--- src/rtl/core/etok_pkg.sv ---
package etok_pkg;

  // sizes
  localparam int NAME_CHARS = 8;
  localparam int VALUE_BITS = 31;
  localparam int VALUE_W    = 31;
  localparam int NAME_W     = 64;
  localparam int WIDE_W     = VALUE_BITS + 4;

  // character codes
  localparam logic [7:0] CH_ZERO    = 8'h30;
  localparam logic [7:0] CH_NINE    = 8'h39;
  localparam logic [7:0] CH_PLUS    = 8'h2B;
  localparam logic [7:0] CH_MINUS   = 8'h2D;
  localparam logic [7:0] CH_STAR    = 8'h2A;
  localparam logic [7:0] CH_SLASH   = 8'h2F;
  localparam logic [7:0] CH_LPAREN  = 8'h28;
  localparam logic [7:0] CH_RPAREN  = 8'h29;
  localparam logic [7:0] CH_NEWLINE = 8'h0A;
  localparam logic [7:0] CH_TAB     = 8'h09;
  localparam logic [7:0] CH_CR      = 8'h0D;
  localparam logic [7:0] CH_SPACE   = 8'h20;
  localparam logic [7:0] CH_UPPER_A = 8'h41;
  localparam logic [7:0] CH_UPPER_Z = 8'h5A;
  localparam logic [7:0] CH_LOWER_A = 8'h61;
  localparam logic [7:0] CH_LOWER_Z = 8'h7A;

  typedef enum logic [2:0] {
    KIND_NUMBER = 3'd0,
    KIND_NAME   = 3'd1,
    KIND_OPER   = 3'd2,
    KIND_LPAREN = 3'd3,
    KIND_RPAREN = 3'd4,
    KIND_END    = 3'd5,
    KIND_ERROR  = 3'd6
  } kind_e;

  typedef enum logic [1:0] {
    OP_PLUS   = 2'd0,
    OP_MINUS  = 2'd1,
    OP_TIMES  = 2'd2,
    OP_DIVIDE = 2'd3
  } op_e;

  typedef enum logic [1:0] {
    ERR_NONE      = 2'd0,
    ERR_UNKNOWN   = 2'd1,
    ERR_BAD_NUM   = 2'd2,
    ERR_TOO_LONG  = 2'd3
  } err_e;

  typedef enum logic [1:0] {
    MODE_IDLE   = 2'd0,
    MODE_NUMBER = 2'd1,
    MODE_NAME   = 2'd2,
    MODE_END    = 2'd3
  } mode_e;

  typedef struct packed {
    logic [7:0] char_code;
    logic       at_end;
  } in_t;

  typedef struct packed {
    kind_e               kind;
    logic [VALUE_W-1:0]  value;
    logic                value_overflow;
    op_e                 operator_code;
    logic [NAME_W-1:0]   name_text;
    logic [3:0]          name_length;
    err_e                error_code;
    logic [7:0]          bad_char;
    logic                last;
  } out_t;

  // words pushed into the result queue by one input word
  typedef struct packed {
    logic [1:0] count;
    out_t       first;
    out_t       second;
  } push_t;

endpackage

--- src/rtl/core/etok_queue.sv ---
module etok_queue import etok_pkg::*; (
  input  logic  clk_i,
  input  logic  rst_ni,
  input  push_t push_i,
  output logic  full_o,
  output logic  out_valid_o,
  input  logic  out_stall_i,
  output out_t  out_data_o
);

  out_t       mem_q [4];
  logic [1:0] wr_ptr_q, wr_ptr_d;
  logic [1:0] rd_ptr_q, rd_ptr_d;
  logic [2:0] cnt_q, cnt_d;
  logic       pop;

  // room for two words is needed before a new input word is taken
  assign full_o      = (cnt_q > 3'd2);
  assign out_valid_o = (cnt_q != 3'd0);
  assign out_data_o  = mem_q[rd_ptr_q];
  assign pop         = out_valid_o & ~out_stall_i;

  // pointers and fill count
  always_comb begin
    wr_ptr_d = wr_ptr_q + push_i.count;
    rd_ptr_d = rd_ptr_q + {1'b0, pop};
    cnt_d    = cnt_q + {1'b0, push_i.count} - {2'b00, pop};
  end

  always_ff @(posedge clk_i or negedge rst_ni) begin
    if (!rst_ni) begin
      wr_ptr_q <= '0;
      rd_ptr_q <= '0;
      cnt_q    <= '0;
    end else begin
      wr_ptr_q <= wr_ptr_d;
      rd_ptr_q <= rd_ptr_d;
      cnt_q    <= cnt_d;
    end
  end

  // result storage
  always_ff @(posedge clk_i) begin
    if (push_i.count != 2'd0) begin
      mem_q[wr_ptr_q] <= push_i.first;
    end
    if (push_i.count == 2'd2) begin
      mem_q[wr_ptr_q + 2'd1] <= push_i.second;
    end
  end

endmodule

--- src/rtl/core/expression_tokenizer.sv ---
// Lexer for arithmetic expression text. Each input word carries one ASCII
// character, or an end mark (a newline ends input too); the block returns
// number, name, operator, paren, end and error tokens, with last set on the
// final token of each input word. A character is taken every cycle while the
// result queue has room, and its tokens are registered into it. A word that
// closes a number or name and is itself a token gives two tokens, which leave
// one per cycle unless the output stalls, through a four-word result queue;
// input stalls while that queue has fewer than two free slots. After end the
// block answers end to every word until reset.
module expression_tokenizer import etok_pkg::*; (
  input  logic clk_i,
  input  logic rst_ni,
  input  logic in_valid_i,
  output logic in_stall_o,
  input  in_t  in_data_i,
  output logic out_valid_o,
  input  logic out_stall_i,
  output out_t out_data_o
);

  localparam logic [VALUE_BITS-1:0] VMAX = {VALUE_BITS{1'b1}};

  mode_e                 mode_q, mode_d;
  logic [VALUE_BITS-1:0] acc_q, acc_d;
  logic                  ovf_q, ovf_d;
  logic                  bad_q, bad_d;
  logic [NAME_W-1:0]     nbuf_q, nbuf_d;
  logic [3:0]            ncnt_q, ncnt_d;
  logic                  nlong_q, nlong_d;

  logic        accept;
  logic        full;
  logic [7:0]  c;
  logic        endc;
  logic        is_digit, is_alpha, is_space, is_oper;
  logic [3:0]  digit;
  logic [WIDE_W-1:0] prod;
  logic        prod_ovf;
  logic        closing;
  logic        fresh;
  logic        idle_emit;
  out_t        idle_res;
  out_t        close_res;
  push_t       push;

  assign accept     = in_valid_i & ~full;
  assign in_stall_o = full;

  // character classes
  always_comb begin
    c        = in_data_i.char_code;
    endc     = in_data_i.at_end | (c == CH_NEWLINE);
    is_digit = (c >= CH_ZERO) && (c <= CH_NINE);
    is_alpha = ((c >= CH_UPPER_A) && (c <= CH_UPPER_Z)) ||
               ((c >= CH_LOWER_A) && (c <= CH_LOWER_Z));
    is_space = (c == CH_SPACE) || ((c >= CH_TAB) && (c <= CH_CR));
    is_oper  = (c == CH_PLUS) || (c == CH_MINUS) || (c == CH_STAR) || (c == CH_SLASH);
    digit    = 4'(c - CH_ZERO);
  end

  // accumulate: acc * 10 + digit, saturating
  always_comb begin
    prod     = (WIDE_W'(acc_q) << 3) + (WIDE_W'(acc_q) << 1) + WIDE_W'(digit);
    prod_ovf = (prod > WIDE_W'(VMAX));
  end

  // a number or name closes at end or on any character that is neither a digit nor a letter
  always_comb begin
    unique case (mode_q)
      MODE_NUMBER: closing = endc | ~(is_digit | is_alpha);
      MODE_NAME:   closing = endc | ~(is_digit | is_alpha);
      default:     closing = 1'b0;
    endcase
    fresh = (mode_q == MODE_IDLE) | closing;
  end

  // token for a character seen in idle
  always_comb begin
    idle_res  = '0;
    idle_emit = 1'b1;
    priority if (endc) begin
      idle_res.kind = KIND_END;
    end else if (is_space || is_digit || is_alpha) begin
      idle_emit = 1'b0;
    end else if (is_oper) begin
      idle_res.kind = KIND_OPER;
      unique case (c)
        CH_PLUS:  idle_res.operator_code = OP_PLUS;
        CH_MINUS: idle_res.operator_code = OP_MINUS;
        CH_STAR:  idle_res.operator_code = OP_TIMES;
        default:  idle_res.operator_code = OP_DIVIDE;
      endcase
    end else if (c == CH_LPAREN) begin
      idle_res.kind = KIND_LPAREN;
    end else if (c == CH_RPAREN) begin
      idle_res.kind = KIND_RPAREN;
    end else begin
      idle_res.kind       = KIND_ERROR;
      idle_res.error_code = ERR_UNKNOWN;
      idle_res.bad_char   = c;
    end
  end

  // token for a number or name that closes
  always_comb begin
    close_res = '0;
    if (mode_q == MODE_NUMBER) begin
      if (bad_q) begin
        close_res.kind       = KIND_ERROR;
        close_res.error_code = ERR_BAD_NUM;
      end else begin
        close_res.kind           = KIND_NUMBER;
        close_res.value          = VALUE_W'(acc_q);
        close_res.value_overflow = ovf_q;
      end
    end else if (nlong_q) begin
      close_res.kind       = KIND_ERROR;
      close_res.error_code = ERR_TOO_LONG;
    end else begin
      close_res.kind        = KIND_NAME;
      close_res.name_text   = nbuf_q;
      close_res.name_length = ncnt_q;
    end
  end

  // next state
  always_comb begin
    mode_d  = mode_q;
    acc_d   = acc_q;
    ovf_d   = ovf_q;
    bad_d   = bad_q;
    nbuf_d  = nbuf_q;
    ncnt_d  = ncnt_q;
    nlong_d = nlong_q;
    if (accept) begin
      if (fresh) begin
        // fresh character, also the one that closes a token
        mode_d = MODE_IDLE;
        priority if (endc) begin
          mode_d = MODE_END;
        end else if (is_digit) begin
          mode_d = MODE_NUMBER;
          acc_d  = VALUE_BITS'(digit);
          ovf_d  = 1'b0;
          bad_d  = 1'b0;
        end else if (is_alpha) begin
          mode_d  = MODE_NAME;
          nbuf_d  = NAME_W'(c);
          ncnt_d  = 4'd1;
          nlong_d = 1'b0;
        end else begin
          mode_d = MODE_IDLE;
        end
      end else if (mode_q == MODE_NUMBER) begin
        if (is_digit) begin
          if (prod_ovf) begin
            acc_d = VMAX;
            ovf_d = 1'b1;
          end else begin
            acc_d = VALUE_BITS'(prod);
          end
        end else begin
          bad_d = 1'b1;
        end
      end else if (mode_q == MODE_NAME) begin
        if (ncnt_q < 4'(NAME_CHARS)) begin
          for (int i = 0; i < NAME_CHARS; i++) begin
            if (ncnt_q == 4'(i)) begin
              nbuf_d[8*i +: 8] = c;
            end
          end
          ncnt_d = ncnt_q + 4'd1;
        end else begin
          nlong_d = 1'b1;
        end
      end
    end
  end

  // result words for the queue
  always_comb begin
    push        = '0;
    push.first  = close_res;
    push.second = idle_res;
    if (accept) begin
      if (mode_q == MODE_END) begin
        push.first      = '0;
        push.first.kind = KIND_END;
        push.first.last = 1'b1;
        push.count      = 2'd1;
      end else if (closing) begin
        push.count = idle_emit ? 2'd2 : 2'd1;
        push.first.last  = ~idle_emit;
        push.second.last = 1'b1;
      end else if (mode_q == MODE_IDLE) begin
        push.first      = idle_res;
        push.first.last = 1'b1;
        push.count      = {1'b0, idle_emit};
      end
    end
  end

  always_ff @(posedge clk_i or negedge rst_ni) begin
    if (!rst_ni) begin
      mode_q  <= MODE_IDLE;
      acc_q   <= '0;
      ovf_q   <= 1'b0;
      bad_q   <= 1'b0;
      nbuf_q  <= '0;
      ncnt_q  <= '0;
      nlong_q <= 1'b0;
    end else begin
      mode_q  <= mode_d;
      acc_q   <= acc_d;
      ovf_q   <= ovf_d;
      bad_q   <= bad_d;
      nbuf_q  <= nbuf_d;
      ncnt_q  <= ncnt_d;
      nlong_q <= nlong_d;
    end
  end

  etok_queue u_queue (
    .clk_i       (clk_i),
    .rst_ni      (rst_ni),
    .push_i      (push),
    .full_o      (full),
    .out_valid_o (out_valid_o),
    .out_stall_i (out_stall_i),
    .out_data_o  (out_data_o)
  );

endmodule
--- config.mk ---
export PLATFORM = sky130hd
export DESIGN_NAME = expression_tokenizer
export DESIGN_NICKNAME = d
export VERILOG_FILES = /design/src/rtl/core/etok_pkg.sv /design/src/rtl/core/etok_queue.sv /design/src/rtl/core/expression_tokenizer.sv
export SDC_FILE = /design/constraint.sdc
export NUM_CORES = 1
export LEC_CHECK = 0
export ABC_AREA = 1
export BUFFER_PORTS_ARGS = -buffer_cell sky130_fd_sc_hd__buf_2
export CORE_UTILIZATION = 50
export DETAILED_ROUTE_END_ITERATION = 16
export MAX_ROUTING_LAYER = met4
export PLACE_DENSITY = 0.67
export SLEW_MARGIN = 20
export SYNTH_ARGS = -nofsm -noshare
export SYNTH_HDL_FRONTEND = slang
export SYNTH_SLANG_ARGS = --single-unit
--- constraint.sdc ---
create_clock -name clk_i -period 3.81 [get_ports clk_i]
set_input_delay 0.5715 -clock clk_i [delete_from_list [all_inputs] [get_ports clk_i]]
set_output_delay 0.5715 -clock clk_i [all_outputs]
set_load 0.01 [all_outputs]
==> results.md, run 1 <==
- Routed Antenna Nets: 0
- Initial antenna violation count: 2
- GRT met1 Usage: 0.390
- Pwr Total: 25.7 mW
- Synth area leaders: dfxtp_1 (28%), dfrtp_1 (9.6%), nor2_1 (8.4%), nand2_1 (8.2%), nand3_1 (8.0%)
- Clock root buffer: clkbuf_16
- Min-Delay Path Class: primary input to async pin
- Synth Register Bits: 575
- Period utilization: 0.922
- # resized after CTS: 0
- Routed wire length: 85300 microns
- Multi-input gate area: 14500 sq um
- Worst EP required: 3240 ps
- Syn Area/Cell: 7.30 sq um
- Setup-failing EPs final: 0
- CP startpoint: u_queue.rd_ptr_q[1]
- WP data arrival: 2940 ps
- NumNets Final: 3972
- Max_slew headroom: 0.283
- Syn_nets: 4055
- DPL Wire Length: 49200 microns
- Unrepaired setup endpoints after global routing: no
- Worst Tran Pin Value: 1080 ps
- Drt initial violations: 2414
- VDD IR max: 841 uV
- DRT Pass-1 Iters: 8
- Crit path capture type: primary output
- Cell Area, Placed: 29800 sq um
- # placed instances: 4574
- Max Freq: 0.285 GHz
- Layout cells sized above 1: 0.0873
- Clock Sinks: 575
- Remaining DRCs: 0
- Inserted Clock Buffers: 61
- Synth Instances: 3964
- Minimum clock period: 3510 ps
- Met3 usage: 0.0395
- Non-Filler Instances: 4688
- IO Count: 131
- Worst hold slack: 36.9 ps
- Synth area leader: dfxtp_1
- Yosys warns: 0
- Crit path kind: register to primary output
- Cts hold-fix bufs: 0
- Worst-path clk slew: 60 ps
- GPL Wtd Cong: 0.926
- Synth top area share: 0.279
- Cell area power density: 810 nW/um^2
- Fillers: 5590
- Clock Latency Late Sink: 640 ps
- Final instance area: 31700 sq um
- Die area: 58900 sq um
- CTS tree: done
- Core box area: 56800 sq um
- Setup TNS: 0 ps
- CTS max path bufs: 3
- Leak: 14.9 nW
- Post-CTS setup buffers: 0
- Pin count of the biggest net entering global routing: 234
- Synthesized cell area: 28900 sq um
- RR Startpoint: u_queue.cnt_q[2]
- Routed via count: 27200
- Row cnt: 87
- Most used DFF post-synth: dfxtp_1
- DR WL/cell: 18.2 microns
- Global routing's busiest layer: met2
- Initial Util: 0.509
- Global-route wire length before repair: 135000 microns
- H-tree Lvls: 2
- Global route overflow: 0
- Die Height: 243 microns
- Tot GR Track Use: 0.290
- PortBufs: 130
- Worst setup SP type: register
- Asr flop ratio synth: 0.193
- Met2 GRT Util: 0.455
- Pins Over Slew Limit: 0
- Die width: 243 microns
- Final Skew: 12.2 ps
- Synth-to-layout area growth: 9.65%
- Routed vias/inst: 5.80
- Max FO, Critical Path: 38
- Number of synthesized flops with an enable pin: 60
- Final hold viol count: 0
- Run status: completed
- Library cells used by synthesis: 46
- Vias in the first global route: 24500
- FF/Latch Area: 12700 sq um
- Total of max-cap violations: 0
- Part of the Yosys area used for sequential elements: 0.438
[kinds of logic (layout without fill, tap and decap cells)]
kind of cell	count (synthesis)	count (layout)	synth area share
other cells	0	1	0
xor+xnor	32	32	0.00968
buf+inv	440	407	0.0659
simple gates	1894	1894	0.280
compound gates	945	945	0.172
fa+ha+maj	78	78	0.0345
flops	575	575	0.438
[worst paths after layout]
path / cells after the start / slack (ps) / to
setup / recovery: 5 / 300 / out_data_o[83]
max in group asynchronous: 2 / 2910 / mode_q[0]
hold / removal: 1 / 40 / acc_q[17]
min in group clk_i: 3 / 280 / nbuf_q[6]
hold reg to reg: 2 / 470 / u_queue.mem_q[1][10]
setup reg to reg: 11 / 660 / u_queue.mem_q[0][44]
[registers in the layout, indices dropped and copies added, names as in the netlist]
name              count
ncnt_q                4
u_queue.wr_ptr_q      2
bad_q                 1
mode_q                2
nlong_q               1
ovf_q                 1
acc_q                31
u_queue.cnt_q         3
nbuf_q               64
u_queue.mem_q       464
u_queue.rd_ptr_q      2
[layer usage]
| layer | up-vias | wire length, microns |
|---|---|---|
| met5 | - | 0 |
| met4 | 0 | 2120 |
| met3 | 139 | 5230 |
| met2 | 826 | 38600 |
| met1 | 12900 | 39300 |
| li1 | 13300 | - |
[final cells by class]
| type | count | share of cell area |
|---|---|---|
| diodes | 1 | 0.0000788 |
| clock buffers | 98 | 0.0574 |
| clock inverters | 15 | 0.00398 |
| inverters | 107 | 0.0130 |
| multi-input cells | 2949 | 0.456 |
| flip-flops and latches | 575 | 0.399 |
| well taps | 756 | 0.0298 |
| repair buffers | 187 | 0.0408 |
[cells in the final DEF, fill, tap and decap left out, drive strengths merged]
cell type	count
ha	75
dfrtp	111
inv	107
and3	3
xnor2	17
o31ai	1
o21a	2
xor2	15
a31oi	3
a21oi	353
a21boi	3
edfxtp	60
o22ai	120
o21bai	3
o21ai	456
a21o	2
nand3	468
nand2	651
clkinv	14
buf	187
o211ai	1
dfxtp	404
clkbuf	98
or2	2
nand3b	3
nand4	107
nor3	3
fa	3
diode	1
nor4	1
bufinv	1
nor2	656
a31o	1
[power breakdown]
group	internal (mW)	switching, mW	total, mW
clock network	3.33	2.49	5.81
logic	3.50	7.34	10.8
registers	8.07	0.980	9.05
[stage by stage]
stage               utilization  worst slack, ps
floorplan                     -              515
global placement          0.524              266
detailed placement        0.524              126
CTS                       0.559              342
global route              0.559              247
finish                    0.559              296
[cells in the mapped netlist (8+ instances only)]
cell type  number
o21ai_2         9
inv_1          92
clkbuf_1      208
a21oi_1       351
o21ai_1        99
buf_6          10
buf_2          84
nor2_1        650
nand2_1       635
xor2_1         15
nand3_1       465
buf_1          11
buf_4          20
inv_2          12
nand2_4         8
ha_1           75
nand2_2         8
o22ai_1       120
dfxtp_1       404
edfxtp_1       60
xnor2_1        17
dfrtp_1       111
o21ai_0       348
nand4_1       107
[critical path, stage by stage (launching register included)]
cell and delay, ps:
dfrtp_4 740, clkinv_2 620, buf_12 390, o21ai_0 130
o22ai_1 210, buf_2 200
(Power assumes the default switching activity.)
==> run 2, diff against run 1 <==
CTS_BUF_LIST = sky130_fd_sc_hd__clkbuf_2   (was default)
PLACE_DENSITY = 0.68   (was 0.67)
==> run 2 against run 1 <==
- combinational power grew 6%
- die area is the same
- sequential share of layout area shrank 0.080 points
- fmax shrank 4.9%
- global-route usage grew 1.7 points
- clock-buffer cell count grew 139
- sequential power is essentially flat
- non-clock buffer count grew 32
- register-to-register slack lost 210 ps
- largest cell class unchanged
==> results.md, run 2 (synthesis results as in run 1) <==
- Worst-path clk slew: 100 ps (+40 ps)
- Minimum clock period: 3690 ps (+180 ps)
- CP top delay family: buffers and inverters
- Fillers: 5638 (+0.86%)
- Cell Area, Placed: 29800 sq um (+0.18%)
- Clock root buffer: clkbuf_2
- Remaining DRCs: 0 (unchanged)
- Drt initial violations: 2622 (+8.6%)
- Core box area: 56800 sq um (unchanged)
- Pins Over Slew Limit: 0 (unchanged)
- Total of max-cap violations: 0 (unchanged)
- DRT Pass-1 Iters: 6 (-2)
- Vias in the first global route: 26000 (+6.1%)
- Unrepaired setup endpoints after global routing: no
- Layout cells sized above 1: 0.129 (+0.0422)
- Final instance area: 31800 sq um (+0.20%)
- Tot GR Track Use: 0.308 (+0.0173)
- Crit path kind: register to primary output
- Row cnt: 87 (unchanged)
- Max FO, Critical Path: 35 (-7.9%)
- Global route overflow: 0 (unchanged)
- Registers with the most flip-flops: u_queue.mem_q: 464 flops, nbuf_q: 64 flops, acc_q: 31 flops
- Period utilization: 0.970 (+0.0472)
- Die Height: 243 microns (unchanged)
- Routed Antenna Nets: 0 (unchanged)
- Critical-path cell list: clkinv_2 > buf_6 > o21ai_0 > o22ai_1 > buf_2
- Min-Delay Path Class: primary input to register
- Pre-CTS setup slack: 92.9 ps (-33.1 ps)
- CTS max path bufs: 3 (unchanged)
- Pin count of the biggest net entering global routing: 155 (-34%)
- Max_slew headroom: 0.335 (+0.0525)
- Commonest non-fill, non-tap cell in the layout: nor2_1
- Routed via count: 28200 (+3.9%)
- Most frequent cells in the layout: nor2_1 (646), nand2_1 (628), nand3_1 (465), dfxtp_1 (404), a21oi_1 (351)
- Crit path capture type: primary output
- Final setup margin: 116 ps (-180 ps)
- Largest register by flop count: u_queue.mem_q
- Worst Tran Pin Value: 997 ps (-78.8 ps)
- DR WL/cell: 18.2 microns (+0.30%)
- Initial Util: 0.509 (unchanged)
- Final Skew: 127 ps (+115 ps)
- Setup-failing EPs final: 0 (unchanged)
- H-tree Lvls: 4 (+2)
- Final core utilization: 0.560 (+0.00112)
- IO Count: 131 (unchanged)
- Inserted Clock Buffers: 155 (+150%)
- Routed wire length: 89200 microns (+4.6%)
- DPL Wire Length: 49500 microns (+0.80%)
- PortBufs: 130 (unchanged)
- NumNets Final: 4100 (+3.2%)
- Critical-path top delay cell: dfrtp_4
- Number of flip-flops in the largest register: 464 (unchanged)
- CP peak stage delay: 600 ps (-140 ps)
- Cell area power density: 788 nW/um^2 (-2.8%)
- VDD IR max: 628 uV (-25%)
- Final hold viol count: 0 (unchanged)
- Buf+Inv Stages, Crit Path: 3 (unchanged)
- Max Freq: 0.271 GHz (-4.9%)
- Worst setup SP type: register
- Global-route wire length before repair: 142000 microns (+5.2%)
- WP data arrival: 3120 ps (+180 ps)
- Routed vias/inst: 5.78 (-0.42%)
- Die area: 58900 sq um (unchanged)
- Synth-to-layout area growth: 9.87%
- CTS tree: done
- Setup TNS: 0 ps (unchanged)
- Die width: 243 microns (unchanged)
- Initial antenna violation count: 3 (+1)
- Run status: completed
- GPL Wtd Cong: 0.925 (-0.12%)
- Leak: 15.3 nW (+2.9%)
- Worst EP required: 3240 ps (about the same)
- Clock Sinks: 575 (unchanged)
- Clock Latency Late Sink: 1380 ps (+740 ps)
## run 2: area by class of cell
class / instances / area [sq um] / share of cell area
Antenna cell: 2 / 5.00 / 0.000157
Clock buffer: 237 / 1190 / 0.0373
Clock inverter: 43 / 277 / 0.00869
Inverter: 107 / 424 / 0.0133
Multi-Input combinational cell: 2949 / 14600 / 0.458
Sequential cell: 575 / 12700 / 0.399
Tap cell: 756 / 946 / 0.0297
Timing Repair Buffer: 219 / 1720 / 0.0542
Timing Repair inverter: 2 / 17.5 / 0.000551
## run 2: per-stage QoR
stage / hold WS, ps / std cells / total power, mW
global route: 104 / 4890 / 26.8
global placement: 454 / 4581 / 19.8
detailed placement: 462 / 4581 / 20.0
floorplan: 276 / 3964 / 16.4
CTS: 7.59 / 4887 / 25.0
finish: 168 / 4890 / 25.0
## run 2: timing repair
| action | CTS | global route |
|---|---|---|
| cloned | 4 | 0 |
| hold buffers | 20 | 0 |
| gates resized for setup | 33 | 1 |
| pin swaps | 1 | 0 |
| endpoints found under the setup margin | 116 | 2 |
| setup buffers | 2 | 1 |
| hold endpoints to repair | 256 | 0 |
## run 2: tightest hold or removal path, stage by stage
cell and delay [ps]:
dlygate4sd3_1 560, buf_2 170, inv_1 90, o21ai_2 60
## run 2: worst paths after layout
| path | start | end | slack [ps] | cells after the start |
|---|---|---|---|---|
| min | in_data_i[8] | nbuf_q[7] | 170 | 4 |
| max in group asynchronous | rst_ni | nbuf_q[40] | 2890 | 4 |
| max | u_queue.rd_ptr_q[1] | out_data_o[71] | 120 | 5 |
| max reg2reg | acc_q[0] | acc_q[5] | 450 | 19 |
| min in group asynchronous | rst_ni | acc_q[17] | 250 | 4 |
| min reg2reg | u_queue.mem_q[2][86] | u_queue.mem_q[2][86] | 480 | 2 |
## run 2: routing by layer
layer | track usage | wire [microns]
met5 | - | 0
met1 | 0.414 | 40000
met3 | 0.0496 | 6820
met4 | 0.107 | 1920
met2 | 0.469 | 40500
## run 2: power breakdown
part           switching, mW  internal [mW]
registers              0.970           8.05
logic                   7.64           3.79
clock network           2.68           1.92
